**config.mk**
```make
export PLATFORM = sky130hd
export DESIGN_NAME = cns_divider
export DESIGN_NICKNAME = d
export VERILOG_FILES = /design/src/rtl/core/cns_pkg.sv /design/src/rtl/core/cns_divider.sv
export SDC_FILE = /design/constraint.sdc
export NUM_CORES = 1
export LEC_CHECK = 0
export BUFFER_PORTS_ARGS = -buffer_cell sky130_fd_sc_hd__buf_4
export CORE_MARGIN = 2
export CORE_UTILIZATION = 25
export DETAILED_ROUTE_END_ITERATION = 12
export GPL_TIMING_DRIVEN = 0
export PLACE_DENSITY = 0.51
export RECOVER_POWER = 25
export SKIP_CTS_REPAIR_TIMING = 1
export SYNTH_ARGS = -nofsm -noshare
export SYNTH_HDL_FRONTEND = slang
export SYNTH_SLANG_ARGS = --single-unit
```
**constraint.sdc**
```tcl
create_clock -name clock -period 12.6 [get_ports clock]
set_input_delay 0 -clock clock [delete_from_list [all_inputs] [get_ports clock]]
set_output_delay 0 -clock clock [all_outputs]
set_load 0.01 [all_outputs]
```
**src/rtl/core/cns_pkg.sv**
```systemverilog
// Shared constants, register index codes and helpers for the chord note selector.
// No dependencies; compiled first.
package cns_pkg;

   localparam int NOTE_RANGE_DEF = 128;

   localparam int CSR_IDX_W  = 3;
   localparam int CSR_DATA_W = 16;
   localparam int IDX_W      = 8;   // note index / quotient width
   localparam int SPAN_W     = 4;   // octave span, at most 11
   localparam int PC_W       = 4;   // set bits in one 8-bit group
   localparam int LAST_W     = 9;   // signed top note before range check
   localparam int OS_W       = 12;  // octave count times span

   typedef enum logic [CSR_IDX_W-1:0] {
      CSR_CHANNEL,
      CSR_BASE_VEL,
      CSR_VEL_GAIN,
      CSR_BASE_DUR,
      CSR_DUR_SHIFT,
      CSR_CHORD_XPOSE,
      CSR_OUT_XPOSE,
      CSR_SUPPRESS
   } csr_index_type;

   localparam logic [14:0] BASE_VEL_RST = 15'd12800;
   localparam logic [15:0] BASE_DUR_RST = 16'd100;

   typedef struct packed {
      logic en_a;
      logic en_b;
   } div_ctl_type;

   // x / 12 for x below 256, by reciprocal multiply
   function automatic logic [4:0] div12(input logic [7:0] x);
      logic [15:0] p;
      p = 16'(x) * 16'd171;
      return p[15:11];
   endfunction

endpackage

```
**src/rtl/core/cns_divider.sv**
```systemverilog
// Two-stage restoring divider: note index by kept-note count, four quotient bits
// per stage. Depends on cns_pkg.
module cns_divider import cns_pkg::*; #(
   parameter int CNT_W = 8
) (
   input  logic              clock,
   input  div_ctl_type       ctl,
   input  logic [IDX_W-1:0]  dividend,
   input  logic [CNT_W-1:0]  divisor,
   output logic [IDX_W-1:0]  quotient,
   output logic [CNT_W-1:0]  remainder
);

   localparam int HALF = IDX_W / 2;

   logic [CNT_W-1:0] p_rem_ff, p_rem_in;
   logic [IDX_W-1:0] p_q_ff, p_q_in;
   logic [IDX_W-1:0] p_num_ff;
   logic [CNT_W-1:0] p_div_ff;
   logic [IDX_W-1:0] quot_ff, quot_in;
   logic [CNT_W-1:0] rem_ff, rem_in;

   // upper quotient bits
   always_comb begin
      logic [CNT_W:0] rx;
      p_rem_in = '0;
      p_q_in   = '0;
      for (int s = IDX_W - 1; s >= HALF; s--) begin
         rx = {p_rem_in, dividend[s]};
         if (rx >= {1'b0, divisor}) begin
            rx        = rx - {1'b0, divisor};
            p_q_in[s] = 1'b1;
         end
         p_rem_in = rx[CNT_W-1:0];
      end
   end

   // lower quotient bits
   always_comb begin
      logic [CNT_W:0] rx;
      rem_in  = p_rem_ff;
      quot_in = p_q_ff;
      for (int s = HALF - 1; s >= 0; s--) begin
         rx = {rem_in, p_num_ff[s]};
         if (rx >= {1'b0, p_div_ff}) begin
            rx         = rx - {1'b0, p_div_ff};
            quot_in[s] = 1'b1;
         end
         rem_in = rx[CNT_W-1:0];
      end
   end

   always_ff @(posedge clock) begin
      if (ctl.en_a) begin
         p_rem_ff <= p_rem_in;
         p_q_ff   <= p_q_in;
         p_num_ff <= dividend;
         p_div_ff <= divisor;
      end
      if (ctl.en_b) begin
         quot_ff <= quot_in;
         rem_ff  <= rem_in;
      end
   end

   assign quotient  = quot_ff;
   assign remainder = rem_ff;

endmodule

```
==> results.sh <==
export IMPL_run_status="finished clean"
export IMPL_finalCriticalPeriod_ns=8.96
export IMPL_ys_types=61
export IMPL_power_internal_mw=0.754
export IMPL_die_area_mm2=0.0188
export IMPL_num_vias=3710
export IMPL_cp_required_ns=12.64
export IMPL_die_h_um=137
export IMPL_period_share_pct=71.1
export IMPL_initial_core_util_pct=25.6
export IMPL_routed_wl_met3_um=350
export IMPL_hold_path_end="p_rem_ff[0]"
export IMPL_top_layer="met4"
export IMPL_clock_root_buffer="clkbuf_16"
export IMPL_synthCells=476
export IMPL_path_clk_slew_ns=0.06
export IMPL_cpPeakStageDelay_ns=0.63
export IMPL_place_inst=735
export IMPL_p_leak_nw=2.27
export IMPL_worst_pin_slew_ns=1.24
export IMPL_drive_gt1_share_pct=15.7
export IMPL_clkSinkCount=40
export IMPL_cts_made_buffers=5
export IMPL_io_buffers=34
export IMPL_wl_um=11000
export IMPL_ys_seq_elements=40
export IMPL_rsz0062_at_grt="no"
export IMPL_whs_path_depth=3
export IMPL_skew_ns=0.00266
export IMPL_core_mm2=0.0173
export IMPL_p_seq_share_pct=16.6
export IMPL_yosysWarnings=0
export IMPL_final_hold_viol_count=0
export IMPL_wl_met1_um=4830
export IMPL_maxCapViolations=0
export IMPL_r2r_cells=35
export IMPL_routabilityCongestion=0.915
export IMPL_die_w_um=137
export IMPL_num_antenna_cells=0
export IMPL_synth_area_top_cells="edfxtp_1, ha_1, inv_1"
export IMPL_crit_path_end_kind="register"
export IMPL_p_comb_share_pct=72.5
export IMPL_htreeDepth=2
export IMPL_pwr_share_clk_pct=11.0
export IMPL_row_count=48
export IMPL_synthArstFlopShare_pct=0
export IMPL_critPathMaxFanout=10
export IMPL_firstDrtPassIters=5
export IMPL_clock_latency_ns=0.28
export IMPL_nNetsFinal=613
export IMPL_yosysMostFrequentCell="ha_1"
export IMPL_layout_setup_ws_ns=3.64
export IMPL_wl_met2_um=5550
export IMPL_detail_route_antenna_nets=0
export IMPL_cp_start_kind="register"
export IMPL_grt_pass1_wl_um=17900
export IMPL_fmax_mhz=112
export IMPL_maxSlewViolCount=0
export IMPL_grt_util_all_layers_pct=11.9
export IMPL_drc_errors=0
export IMPL_dp_hpwl_um=9170
export IMPL_reg2reg_slack_ns=3.64
export IMPL_synth_edf_count=40
export IMPL_crit_slowest_cell="a211oi_1"
export IMPL_place_area_mm2=0.00497
export IMPL_power_mw=1.37
export IMPL_worstPathArrival_ns=9.00
export IMPL_peakVddDrop_uv=146
export IMPL_ys_seq_area_share_pct=27.1
export IMPL_relSlewSlack_pct=17.6
export IMPL_fin_area_mm2=0.00525
export IMPL_syn_avg_cell_area_um2=9.31
export IMPL_setup_tns_ns=0
export IMPL_grt_pass1_vias=3760
export IMPL_fillers=1838
export IMPL_grt_overflow_total=0
export IMPL_fin_cells=755
export IMPL_path_class="register to register"
export IMPL_syn_area_mm2=0.00443
export IMPL_ys_flop_type="edfxtp_1"
export IMPL_synth_top_cell_area_share_pct=27.1
export IMPL_dp_slack_ns=3.65
export IMPL_fin_hold_ws_ns=0.198
export IMPL_swShare_pct=44.9
export IMPL_yosysTopAreaCell="edfxtp_1"
export IMPL_syn2layout_area_growth_pct=18.5
export IMPL_grt_max_degree=25
export IMPL_io_pins=35
export IMPL_hold_path_class="primary input to register"
export IMPL_rr_startpoint="p_div_ff[1]"
export IMPL_drt_iter0_drc=175
export IMPL_rr_endpoint="remainder[1]"
export IMPL_hold_start="dividend[4]"
export IMPL_antenna_found_initial=0
export IMPL_fin_util_pct=30.4
export IMPL_synth_nets=560
export IMPL_p_switching_mw=0.615
export IMPL_synth_commonest_cells="ha_1, inv_1, edfxtp_1"
export IMPL_setup_violations=0
export IMPL_avgRoutedWirePerCell_um=14.5
export IMPL_powerDensity_mw_per_mm2=261
export IMPL_avgViaCountPerCell=4.91
export IMPL_cts_tree="done"
export IMPL_ctsLongestPathBuffers=2
==> power groups by stage <==
stage               logic, mW  clock network, mW  registers (mW)
floorplan               0.747                  0           0.240
global placement        0.948                  0           0.230
detailed placement      0.982                  0           0.230
CTS                     0.987              0.153           0.228
global route             1.10              0.160           0.230
finish                  0.992              0.150           0.227
==> how the worst max path moves through the flow <==
stage | from | endpoint | slack [ns] | cells after the start
5_1_grt | p_div_ff[1] | remainder[1] | 2.89 | 37
2_1_floorplan | p_div_ff[1] | remainder[2] | 5.30 | 35
3_3_place_gp | p_div_ff[1] | remainder[2] | 3.90 | 36
3_5_place_dp | p_div_ff[1] | remainder[1] | 3.65 | 35
6_report | p_div_ff[1] | remainder[1] | 3.64 | 35
4_1_cts | p_div_ff[1] | remainder[1] | 3.64 | 35
==> metal layers <==
| metal | up-vias | global-route usage, % |
|---|---|---|
| li1 | 1851 | - |
| met1 | 1763 | 14.1 |
| met2 | 81 | 22.3 |
| met3 | 15 | 1.63 |
| met4 | 0 | 3.26 |
| met5 | - | 0 |
==> critical path, delay by kind of cell, from the launching register on <==
family / cells / cell delay [ns]
adder cells (fa/ha/maj): 4 / 1.23
buffers and inverters: 4 / 0.93
AND/OR/NAND/NOR: 9 / 1.30
flip-flops: 1 / 0.48
AO/OA/AOI/OAI: 18 / 4.75
==> kinds of logic after synthesis <==
group                    after synthesis  share of synthesized area [%]
AND/OR/NAND/NOR                      133                           15.8
AO/OA/AOI/OAI                        117                           18.4
adder cells (fa/ha/maj)               65                           19.5
buffers and inverters                 64                           5.82
flip-flops                            40                           27.1
multiplexers                          29                           7.77
XOR/XNOR                              28                           5.54
==> area by class of cell <==
type	instances	area [µm²]	area share [%]
multi-input combinational	372	2970	56.6
clock buffer	5	125	2.38
buffer	8	46.3	0.882
tap	225	282	5.36
sequential	40	1200	22.9
timing repair buffer	46	368	7.01
inverter	56	211	4.03
clock inverter	3	46.3	0.882
==> layout by cell type (no fill, tap or decap), drive strengths merged, types with 12 or more instances in the layout <==
master | netlist | routed
nor3 | 14 | 14
nand3 | 13 | 13
dlygate4sd3 | 0 | 12
buf | 6 | 38
nor2b | 12 | 12
nand2 | 30 | 30
edfxtp | 40 | 40
o21ai | 32 | 32
a21oi | 20 | 20
mux2 | 22 | 22
nor2 | 33 | 33
inv | 55 | 56
xnor2 | 20 | 20
ha | 58 | 58
==> flip-flops by register name (all words and copies together) (netlist names) <==
signal	cells
p_div_ff	8
p_q_ff	4
p_num_ff	4
quotient	8
remainder	8
p_rem_ff	8
Note: power is estimated with default switching activity, not from simulation.
